==> src/design/tfna_delay.sv <==
`timescale 1ns / 1ps
// Enabled delay line that carries a word and its valid bit.
module tfna_delay #(
	parameter int WIDTH = 8,
	parameter int DEPTH = 4
) (
	input  logic             clk,
	input  logic             arst_n,
	input  logic             en,
	input  logic             in_vld,
	input  logic [WIDTH-1:0] in_data,
	output logic             out_vld,
	output logic [WIDTH-1:0] out_data
);

	logic [WIDTH-1:0] data_s [1:DEPTH];
	logic             vld_s  [1:DEPTH];

	for (genvar i = 0; i < DEPTH; i++) begin : g_tap
		logic [WIDTH-1:0] cur_data;
		logic             cur_vld;

		if (i == 0) begin : g_first
			assign cur_data = in_data;
			assign cur_vld  = in_vld;
		end else begin : g_next
			assign cur_data = data_s[i];
			assign cur_vld  = vld_s[i];
		end

		always_ff @(posedge clk or negedge arst_n) begin
			if (!arst_n) begin
				vld_s[i+1] <= 1'b0;
			end else if (en) begin
				vld_s[i+1] <= cur_vld;
			end
		end

		always_ff @(posedge clk) begin
			if (en) begin
				data_s[i+1] <= cur_data;
			end
		end
	end

	assign out_vld  = vld_s[DEPTH];
	assign out_data = data_s[DEPTH];

endmodule

==> config.mk <==
export PLATFORM = sky130hd
export DESIGN_NAME = tfna_delay
export DESIGN_NICKNAME = d
export VERILOG_FILES = /design/src/design/tfna_delay.sv
export SDC_FILE = /design/constraint.sdc
export NUM_CORES = 1
export LEC_CHECK = 0
export ABC_AREA = 0
export BUFFER_PORTS_ARGS = -buffer_cell sky130_fd_sc_hd__buf_2
export CORE_MARGIN = 8
export CORE_UTILIZATION = 30
export DETAILED_ROUTE_END_ITERATION = 8
export HOLD_SLACK_MARGIN = 0.06
export PLACE_DENSITY = 0.53
export SLEW_MARGIN = 5
export SYNTH_ARGS = -nofsm -noshare
export SYNTH_HDL_FRONTEND = slang
export SYNTH_SLANG_ARGS = --single-unit
==> constraint.sdc <==
create_clock -name clk -period 1.6 [get_ports clk]
set_input_delay 0.08 -clock clk [delete_from_list [all_inputs] [get_ports clk]]
set_output_delay 0.08 -clock clk [all_outputs]
set_load 0.1 [all_outputs]
# ---- After elaboration in Yosys (flattened, before gate mapping)
# Memory sizes are Yosys's and may differ from the RTL's.
# Cells that the tools add are included.
dict set report totals {
  register_bits 4
  ram_bits 32
  input_bits 12
  out_inout_bits 9
  elab_cells 7
  memories 1
}
dict set report classes {
  muxes 2
}
# memory depth word_bits read_ports rd_clocked_by_memory_dff write_ports line_no
set mem_list {}
lappend mem_list {data_s 4 8 4 0 4 16} ;# logic [WIDTH-1:0] data_s [1:DEPTH];
# operator n
set op_table {}
lappend op_table {{1-bit 2-to-1 mux} 2}

# ---- Depth between registers and ports, before layout
dict set report logic_depth {
  depth_word 2
  depth_mapped 1
  mapped_depth_nobuf 1
}

# ---- Worst setup path after synthesis
# OpenSTA, ideal clock, no wires.
dict set report synth_path {
  kind {register to register}
  startpoint {register, netlist name out_vld}
  endpoint {register vld_s, in the netlist out_vld}
  setup_ps 125
  t_arrival_ps 1130
  required_time_ps 1475
  setup_slack_ps 344
  stages_incl_launch_ff 2
  path_buffers 0
  period_less_slack_ps 1256
  cell_sequence {dfrtp_1 -> mux2_2}
}
# item line_no
set synth_lines {}
lappend synth_lines {{end signal, assigned by index} 35} ;# vld_s[i+1] <= cur_vld;
lappend synth_lines {{end, declared} 17} ;# logic vld_s [1:DEPTH];

# ---- Worst setup path after layout
dict set report layout_path {
  startpoint {register vld_s, in the netlist out_vld}
  endpoint {output port out_vld}
}
# item line_no
set layout_lines {}
lappend layout_lines {{end, declared} 12} ;# output logic out_vld,
# No word-level cell between the ends.

==> Flow_metrics.wiki <==
{| class="wikitable"
! Metric !! Value
|-
| Aggregate negative setup slack || 0 ns
|-
| Endpoints failing setup || 0
|-
| Via count || 490
|-
| Area occupied by registers || 1060 sq um
|-
| Overall overflow remaining after global route || 0
|-
| Clock slew at the register clock pins of the worst setup and hold paths || 0.06 ns
|-
| Peak per-stage delay on the critical path || 0.42 ns
|-
| Class of the most critical setup path || reg -> out
|-
| Initial antenna violation count || 0
|-
| Number of cells upsized or downsized after cts || 0
|-
| Io pins || 21
|-
| Initial Utilization || 0.316
|-
| Cell leakage power || 0.546 nW
|-
| Crit path buffers/inverters || 1
|-
| Arrival @ worst endpoint || 1.05 ns
|-
| Final weighted congestion in routability-driven placement || 0.578
|-
| Count of H-tree levels built during CTS || 2
|-
| Category of the worst setup path launch point || flip-flop
|-
| Unrepaired setup endpoints after global routing || false
|-
| Site row count || 22
|-
| Area taken by multi-input logic gates || 45.0 sq um
|-
| Number of buffers added by the clock tree synthesis step || 5
|-
| Clock root buffer master || sky130_fd_sc_hd__clkbuf_8
|-
| Result of the run || complete, no violations
|-
| Worst hold path class || in -> async
|-
| Synthesis-to-layout area growth || 25.3%
|-
| Die outline area || 6140 sq um
|-
| Syn Std Cell Area || 1170 sq um
|-
| Maximum clock skew at final layout || 0.00255 ns
|-
| Post-layout instance count excluding filler cells || 128
|-
| Count of max-cap constraint violations || 0
|-
| Number of violations reported at the end of detailed-routing iteration 0 || 41
|-
| Placed cell count || 110
|-
| Gate family responsible for the most delay along the worst path || buffers and inverters
|-
| Post-route DRC violation count || 0
|-
| Period minus WS final || 1.13 ns
|-
| Post-route antenna net violation count || 0
|-
| Initial DRT Pass Iterations || 4
|-
| Final net count || 91
|-
| Vias in the first global route || 574
|-
| Synth cell types || 4
|-
| Avg Cell Area, Syn || 24.3 sq um
|-
| Worst Path Required || 1.52 ns
|-
| Highest clock frequency the design can meet || 0.886 GHz
|-
| Buffers from clock root to sink, at most || 2
|-
| Non-Filler Cell Area, Final || 1460 sq um
|-
| Sequential element share of the synthesized area || 0.910
|-
| Maximum resistive drop on vdd || 554 uV
|-
| Maximum number of pins on one net before global-route repair || 24
|-
| Width of the die || 78.3 um
|-
| Critical-path cell list || buf_2
|-
| Wire length of the first global-routing pass || 2530 um
|-
| Pwr dens || 1320 nW/um^2
|-
| Final hold violation count || 0
|-
| Post-Synthesis Cells || 48
|-
| Layout cell share with drive strength beyond 1 || 0.388
|-
| Cts hold-fix bufs || 10
|-
| Crit. End Element || output port
|-
| Filler instances || 342
|-
| Post-layout total power || 1.92 mW
|-
| Period utilization || 0.705
|-
| Yosys warning count || 0
|-
| Total Routed Length || 1470 um
|-
| Port-buffer cells || 20
|-
| Diode insertion count for antenna repair || 0
|-
| Number of setup buffers added after CTS || 0
|-
| Floorplan core area || 3690 sq um
|-
| Clk sinks || 36
|-
| Worst-Skew Late Latency || 0.28 ns
|-
| Largest fanout on the critical path || 2
|-
| TritonCTS clock tree || yes
|-
| Via-to-Cell Ratio || 3.83
|-
| Post-layout utilization of the core || 0.396
|-
| Max_slew headroom || 0.675
|-
| Highest-delay cell along the critical path || sky130_fd_sc_hd__buf_2
|-
| Smallest hold slack || 0.140 ns
|-
| Slew Limit Fails || 0
|-
| Die height || 78.3 um
|-
| Number of register bits inferred by synthesis || 36
|-
| Post-synth net total || 60
|-
| Setup Slack @ Placement || 0.529 ns
|-
| Transition time of the tightest slew-check pin || 0.492 ns
|-
| Area after DPL || 1280 sq um
|-
| Overall routing resource usage || 0.0564
|-
| Worst setup slack after layout || 0.472 ns
|-
| Wirelength per Cell || 11.5 um
|}
-- per-layer routing --
layer,GRT usage,up-vias,part of all wire
li1,-,235,-
met1,0.0446,231,0.31
met2,0.0895,19,0.54
met3,0.0387,5,0.10
met4,0.0556,0,0.037
met5,0,-,0
-- Yosys cell counts --
| master | n | area, sq um |
|---|---|---|
| sky130_fd_sc_hd__buf_4 | 8 | 60.1 |
| sky130_fd_sc_hd__dfrtp_1 | 4 | 100 |
| sky130_fd_sc_hd__edfxtp_1 | 32 | 961 |
| sky130_fd_sc_hd__mux2_2 | 4 | 45.0 |
-- power by group --
| part | leakage, nW | total, mW | switching, mW | internal [mW] |
|---|---|---|---|---|
| sequential | 0.360 | 1.13 | 0.0205 | 1.11 |
| combinational | 0.146 | 0.219 | 0.165 | 0.0538 |
| clock | 0.0399 | 0.579 | 0.277 | 0.302 |
-- cells by family (layout without fill, tap and decap cells) --
logic type | after synthesis | after routing | synth area share
multiplexers | 4 | 4 | 0.0386
buffers and inverters | 8 | 40 | 0.0515
flip-flops | 36 | 36 | 0.910
-- worst paths after layout --
check	end	slack (ns)	start	cells after the start
max in group asynchronous	out_vld$_DFFE_PN0P_	1.34	arst_n	2
min in group clk	data_s[0][16]$_DFFE_PP_	0.28	en	1
setup / recovery	out_vld	0.47	out_vld$_DFFE_PN0P_	1
hold reg to reg	data_s[0][39]$_DFFE_PP_	0.42	data_s[0][31]$_DFFE_PP_	0
hold / removal	g_tap[3].cur_vld$_DFFE_PN0P_	0.14	arst_n	2
setup reg to reg	out_vld$_DFFE_PN0P_	0.84	g_tap[3].cur_vld$_DFFE_PN0P_	1
-- cell usage in the layout (no fill, tap or decap) --
cell and n:
sky130_fd_sc_hd__clkbuf_8 5, sky130_fd_sc_hd__dlygate4sd3_1 10, sky130_fd_sc_hd__buf_4 2, sky130_fd_sc_hd__edfxtp_1 32
sky130_fd_sc_hd__buf_2 20, sky130_fd_sc_hd__dfrtp_1 4, sky130_fd_sc_hd__mux2_2 4, sky130_fd_sc_hd__clkbuf_1 2
sky130_fd_sc_hd__clkinv_1 1
-- layout make-up --
type                            instances  area share
Clock inverter                          1     0.00257
Timing Repair Buffer                   32       0.147
Tap cell                               48      0.0411
Sequential cell                        36       0.726
Multi-Input combinational cell          4      0.0308
Clock buffer                            7      0.0522
-- flip-flops by register name, summed over array words and instances (netlist names) --
signal	count
data_s	32
g_tap.cur_vld	3
out_vld	1
No activity file was read; power rests on OpenSTA's default activity.
