`config.mk`:
```
export PLATFORM = sky130hd
export DESIGN_NAME = tfna_isqrt
export DESIGN_NICKNAME = d
export VERILOG_FILES = /design/src/design/tfna_isqrt.sv
export SDC_FILE = /design/constraint.sdc
export NUM_CORES = 2
export LEC_CHECK = 0
export BUFFER_PORTS_ARGS = -buffer_cell sky130_fd_sc_hd__buf_2
export CAP_MARGIN = 20
export CORE_MARGIN = 2
export CORE_UTILIZATION = 40
export CTS_CLUSTER_SIZE = 25
export DETAILED_ROUTE_END_ITERATION = 10
export PLACE_DENSITY = 0.64
export REMOVE_ABC_BUFFERS = 1
export SYNTH_ARGS = -nofsm -noshare
export SYNTH_HDL_FRONTEND = slang
export SYNTH_SLANG_ARGS = --single-unit
```
`constraint.sdc`:
```
create_clock -name clk -period 4.25 [get_ports clk]
set_input_delay 0.85 -clock clk [delete_from_list [all_inputs] [get_ports clk]]
set_output_delay 0.85 -clock clk [all_outputs]
set_load 0.02 [all_outputs]
```
`src/design/tfna_isqrt.sv`:
```
`timescale 1ns / 1ps
// Pipelined integer square root, one root bit per stage, saturating at all ones.
module tfna_isqrt #(
	parameter int VAL_BITS = 61,
	parameter int ROOT_W   = 31
) (
	input  logic                clk,
	input  logic                arst_n,
	input  logic                en,
	input  logic                in_vld,
	input  logic [VAL_BITS-1:0] val,
	output logic                out_vld,
	output logic [ROOT_W-1:0]   root
);

	localparam int TW = ((VAL_BITS > 2 * ROOT_W) ? VAL_BITS : 2 * ROOT_W) + 1;

	logic [VAL_BITS-1:0] rem_s  [1:ROOT_W];
	logic [ROOT_W-1:0]   root_s [1:ROOT_W];
	logic                vld_s  [1:ROOT_W];

	for (genvar i = 0; i < ROOT_W; i++) begin : g_step
		localparam int B = ROOT_W - 1 - i;
		logic [VAL_BITS-1:0] cur_rem;
		logic [ROOT_W-1:0]   cur_root;
		logic                cur_vld;
		logic [TW-1:0]       trial;
		logic                take;

		if (i == 0) begin : g_first
			assign cur_rem  = val;
			assign cur_root = '0;
			assign cur_vld  = in_vld;
		end else begin : g_next
			assign cur_rem  = rem_s[i];
			assign cur_root = root_s[i];
			assign cur_vld  = vld_s[i];
		end

		assign trial = (TW'(cur_root) << (B + 1)) | (TW'(1) << (2 * B));
		assign take  = TW'(cur_rem) >= trial;

		always_ff @(posedge clk or negedge arst_n) begin
			if (!arst_n) begin
				vld_s[i+1] <= 1'b0;
			end else if (en) begin
				vld_s[i+1] <= cur_vld;
			end
		end

		always_ff @(posedge clk) begin
			if (en) begin
				rem_s[i+1]  <= take ? cur_rem - trial[VAL_BITS-1:0] : cur_rem;
				root_s[i+1] <= take ? cur_root | (ROOT_W'(1) << B) : cur_root;
			end
		end
	end

	assign out_vld = vld_s[ROOT_W];
	assign root    = root_s[ROOT_W];

endmodule

```
[Yosys cells after proc, flatten, opt, wreduce, memory -nomap -nowiden]
Memories as Yosys holds them, arrays and structs flattened.
Cells that the tools add are included.
Word-level totals
  register bits after elaboration: 31
  bits in writable memories: 2852
  logic and storage cells: 159
  memories: 2
Memory list
  rem_s: words 31, width 61, read ports 30, clocked after Yosys merged registers in 0, write ports 31, RTL line 18  | logic [VAL_BITS-1:0] rem_s [1:ROOT_W];
  root_s: words 31, width 31, read ports 31, clocked after Yosys merged registers in 0, write ports 31, RTL line 19  | logic [ROOT_W-1:0] root_s [1:ROOT_W];
Cells by class
  add/sub/neg operators: 31
  $lt $le $gt $ge: 31
  muxes and demuxes: 64
Operators by type and width (count)
  61-bit 2-to-1 mux: 31
  61-bit by 32-bit greater-or-equal comparator with 1-bit output: 1
  61-bit by 33-bit greater-or-equal comparator with 1-bit output: 1
  61-bit by 34-bit greater-or-equal comparator with 1-bit output: 1
  61-bit by 35-bit greater-or-equal comparator with 1-bit output: 1
  61-bit by 36-bit greater-or-equal comparator with 1-bit output: 1
  61-bit by 37-bit greater-or-equal comparator with 1-bit output: 1
  61-bit by 38-bit greater-or-equal comparator with 1-bit output: 1
  61-bit by 39-bit greater-or-equal comparator with 1-bit output: 1
  61-bit by 40-bit greater-or-equal comparator with 1-bit output: 1
  61-bit by 41-bit greater-or-equal comparator with 1-bit output: 1
  61-bit by 42-bit greater-or-equal comparator with 1-bit output: 1
  61-bit by 43-bit greater-or-equal comparator with 1-bit output: 1
  61-bit by 44-bit greater-or-equal comparator with 1-bit output: 1
  61-bit by 45-bit greater-or-equal comparator with 1-bit output: 1
  61-bit by 46-bit greater-or-equal comparator with 1-bit output: 1
  61-bit by 47-bit greater-or-equal comparator with 1-bit output: 1
  61-bit by 48-bit greater-or-equal comparator with 1-bit output: 1
  61-bit by 49-bit greater-or-equal comparator with 1-bit output: 1
  61-bit by 50-bit greater-or-equal comparator with 1-bit output: 1
  61-bit by 51-bit greater-or-equal comparator with 1-bit output: 1
  61-bit by 52-bit greater-or-equal comparator with 1-bit output: 1
  61-bit by 53-bit greater-or-equal comparator with 1-bit output: 1
  61-bit by 54-bit greater-or-equal comparator with 1-bit output: 1
  70 further kinds: 72

[Logic depth before layout (Yosys ltp)]
An unclocked memory read counts as a cell.
  word-level depth: 3
  gate-level depth with buffers: 14

[Least setup slack after synthesis]
OpenSTA, ideal clock, no wires.
  path type: flip-flop to flip-flop
  start: mem rem_s[22][26]
  end: mem rem_s[23][31] (data pin)
  arrival: 3.126 ns
  setup slack: 0.855 ns
  cell stages (with the launch flop): 12
  path buffers: 2
  period minus slack after synthesis: 3.395 ns
  cells stage by stage: edfxtp_1 -> ha_1 -> a21oi_1 -> nand2_1 -> a2111oi_0 -> o31ai_1 -> a21boi_1 -> o211ai_1 -> nor2_1 -> clkbuf_1 -> clkbuf_1 -> o21ai_0
RTL lines (RTL line)
  start, declared: 18

==> impl_metrics.py <==
metrics = {
    "outcome": {
        "status": "finished clean",
    },
    "cells_and_area": {
        "num-fill-cells": 25000,
        "nNetsFinal": 9972,
        "synth_to_layout_area_growth_pct": 13.4,
        "post_route_non_filler_standard_cell_count": 13300,
        "fraction_of_final_layout_cells_with_drive_strength_greater_than_1": 0.0940,
        "finish.instance_area_um2": 128000,
    },
    "critical_path": {
        "worst_path_max_delay_cell": "or4_1",
        "setup.worst_path.start_class": "flip-flop",
        "timing.critical_path.fanout_max": 4,
        "cp.arrival_ps": 4740,
        "crit_path_frequent_cell": "or4_1",
        "timing.critical_path.slowest_cell_delay_ps": 710,
        "worst_setup_path_end_kind": "flip-flop",
        "timing.setup.critical_path_class": "reg2reg",
        "timing.critical_path.required_ps": 4810,
        "critical_path_buf_inv_count": 0,
        "critical-path-top-delay-family": "simple AND/OR/NAND/NOR gates",
        "cell_chain_of_the_critical_path": "or4_1 > or4_1 > nor4_1 > nor3_1 > o21ai_1 > o21bai_4 > or4b_1 > or4_1 > xnor2_1",
    },
    "routing": {
        "firstDrtPassIters": 8,
        "detail_routed_via_count_per_cell": 5.39,
        "route.vias.total": 71900,
        "number_of_drc_violations_after_detailed_routing": 0,
        "drt_first_iter_violations": 5051,
        "antenna_violating_nets_post_route": 0,
        "wl_cell_um": 20.7,
        "finalWirelength_um": 276000,
    },
    "timing": {
        "grt_setup_unrepaired": "no",
        "fin_worst_skew_ps": 79.2,
        "period_needed_ps": 4180,
        "final_hold_viol_count": 0,
        "max_clock_freq_mhz": 239,
        "final_number_of_setup_violating_endpoints": 0,
        "timing_max_transition_violations_final": 0,
        "timing.max_slew.rel_slack": 0.230,
        "finalCritPeriodShare": 0.984,
        "worst_pin_slew_ps": 1150,
    },
    "pwr": {
        "power.internal_uw": 49500,
        "comb_power_share": 0.222,
        "p_clk_frac": 0.321,
        "netSwitchingFraction": 0.296,
        "net-switching-power_uw": 20800,
        "seq_power_share": 0.457,
        "total_leakage_power_uw": 0.0482,
        "power.density_cell_area_nw_per_um2": 549,
        "power.ir.vdd_worst_v": 0.000354,
    },
    "cts": {
        "ctsLongestPathBuffers": 4,
        "cts_made_buffers": 267,
        "cts.reportedPaths.clkPinSlew_ps": 60,
        "cts_tree": "yes",
        "clock_sink_count": 2357,
        "ctsHtreeMaxLevel": 5,
        "clock-root-buffer": "clkbuf_16",
        "clkLatencyLatePin_ps": 890,
    },
    "synthesis": {
        "synth-main-ff-cell": "edfxtp_1",
        "synth_area_per_cell_um2": 12.6,
        "netlist.top_cell.by_area": "edfxtp_1",
        "ys_types": 96,
        "synth_most_common_cell": "edfxtp_1",
        "synthesis.instances": 8977,
        "async_flop_share": 0.0132,
        "synth-warning-count": 0,
        "mappedNetlistArea_um2": 113000,
        "synth_enable_flop_cells": 2326,
        "synth_sequential_area_ratio": 0.626,
        "yosys.area.top_type_share": 0.619,
        "synth-seq-cells": 2357,
        "netlist_top_cells_count": "2326 x edfxtp_1, 646 x inv_1, 576 x a21oi_1",
        "largest_cells_by_area_after_synthesis": "edfxtp_1 62%, ha_1 5.8%, xnor2_1 3.2%",
    },
    "placement": {
        "placed_cell_area_um2": 119000,
        "gpl.final_weighted_congestion": 0.937,
        "place_inst": 12900,
        "post-dp-hpwl_um": 210000,
        "port-buffer-count": 96,
    },
    "global_routing": {
        "grt_max_degree": 137,
        "grt_first_pass_wirelength_um": 422000,
        "number_of_global_route_vias_before_repair": 74300,
        "grt_antenna_before_repair": 5,
        "global_route_total_usage_across_every_layer": 0.189,
        "global_route.overflow_total": 0,
    },
    "die": {
        "initial_utilization": 0.401,
        "die_w_um": 535,
        "fp.dieArea_um2": 286000,
        "floorplan.rows": 195,
        "design.core.area_um2": 282000,
        "io-pin-count": 97,
        "die_y_um": 535,
    },
    "worst_hold_path": {
        "hold_path.class": "in2reg",
    },
    "run": {
        "max_cap_viol_count": 0,
    },
}
==> state kept, by name, summed over array words and instances (netlist names) <==
signal and flops:
rem_s 1830, out_vld 1, g_step.cur_vld 30, root_s 496
==> layer usage <==
layer / vias up / share of wire / GRT usage
met3: 707 / 0.035 / 0.0220
met1: 35000 / 0.35 / 0.186
met2: 1723 / 0.54 / 0.369
met4: 2 / 0.071 / 0.124
met5: - / 0.000054 / 0
li1: 34500 / - / -
==> cells by family after synthesis <==
family	Yosys count	synth area share
AO/OA/AOI/OAI	1758	0.0963
XOR/XNOR	781	0.0606
adder cells (fa/ha/maj)	523	0.0580
buffers and inverters	839	0.0282
flip-flops	2357	0.626
multiplexers	109	0.0108
other	1	0.0000332
AND/OR/NAND/NOR	2609	0.120
==> metrics by stage <==
stage	hold WS, ps	setup slack, ps	setup TNS, ps	power (µW)	utilization
floorplan	417	-2200	-155610	42400	-
CTS	60.7	80.3	0	70800	0.455
global route	90.5	14.1	0	73700	0.455
detailed placement	431	-410	-5280	48100	0.424
finish	128	68.3	0	70300	0.455
global placement	426	-998	-27100	47800	0.424
==> what timing repair did <==
action,in CTS,in global routing
endpoints found under the setup margin,30,10
setup buffers,0,1
pin swaps,0,1
gates resized for setup,3,4
hold endpoints to repair,31,0
gates cloned,0,0
hold buffers,1,0
==> layout make-up <==
type,instances,area (µm²),area share
clock inverter,152,1470,0.0115
clock buffer,317,7060,0.0551
timing repair buffer,327,2530,0.0197
inverter,650,2440,0.0191
multi-input combinational,5781,39200,0.306
antenna,5,12.5,0.0000977
tap,3743,4680,0.0366
sequential,2357,70600,0.552
==> power groups by stage <==
stage | Combinational, µW | Clock, µW | Sequential [µW]
2_1_floorplan | 10900 | 0 | 31500
3_3_place_gp | 15200 | 0 | 32600
3_5_place_dp | 15400 | 0 | 32600
4_1_cts | 15500 | 23100 | 32200
5_1_grt | 17300 | 24000 | 32500
6_report | 15600 | 22600 | 32200
==> worst register-to-register path, stage by stage (launching register included) <==
cell and delay [ps]:
edfxtp_1 440, or4_1 710, or4_1 580, nor4_1 660, nor3_1 130, o21ai_1 140, o21bai_4 160, or4b_1 530
or4_1 440, xnor2_1 140
==> worst paths after layout <==
kind / start / endpoint / slack [ps] / depth (start not counted)
max: rem_s[25][58]$_DFFE_PP_ / rem_s[26][54]$_DFFE_PP_ / 70 / 9
min: val[27] / rem_s[1][27]$_DFFE_PP_ / 130 / 1
max reg2reg: rem_s[25][58]$_DFFE_PP_ / rem_s[26][54]$_DFFE_PP_ / 70 / 9
min reg2reg: rem_s[13][20]$_DFFE_PP_ / rem_s[14][20]$_DFFE_PP_ / 420 / 0
max in group asynchronous: arst_n / g_step[18].cur_vld$_DFFE_PN0P_ / 3270 / 2
min in group asynchronous: arst_n / g_step[1].cur_vld$_DFFE_PN0P_ / 550 / 2
==> cells in the final DEF (no fill, tap or decap), drive strengths merged, types with 326 or more instances in the layout <==
cell,instances
edfxtp,2326
inv,665
a21oi,577
nor2,573
nand2,562
ha,523
o21ai,447
xnor2,408
xor2,373
nor4,326
Power figures use the tool's default switching activity.
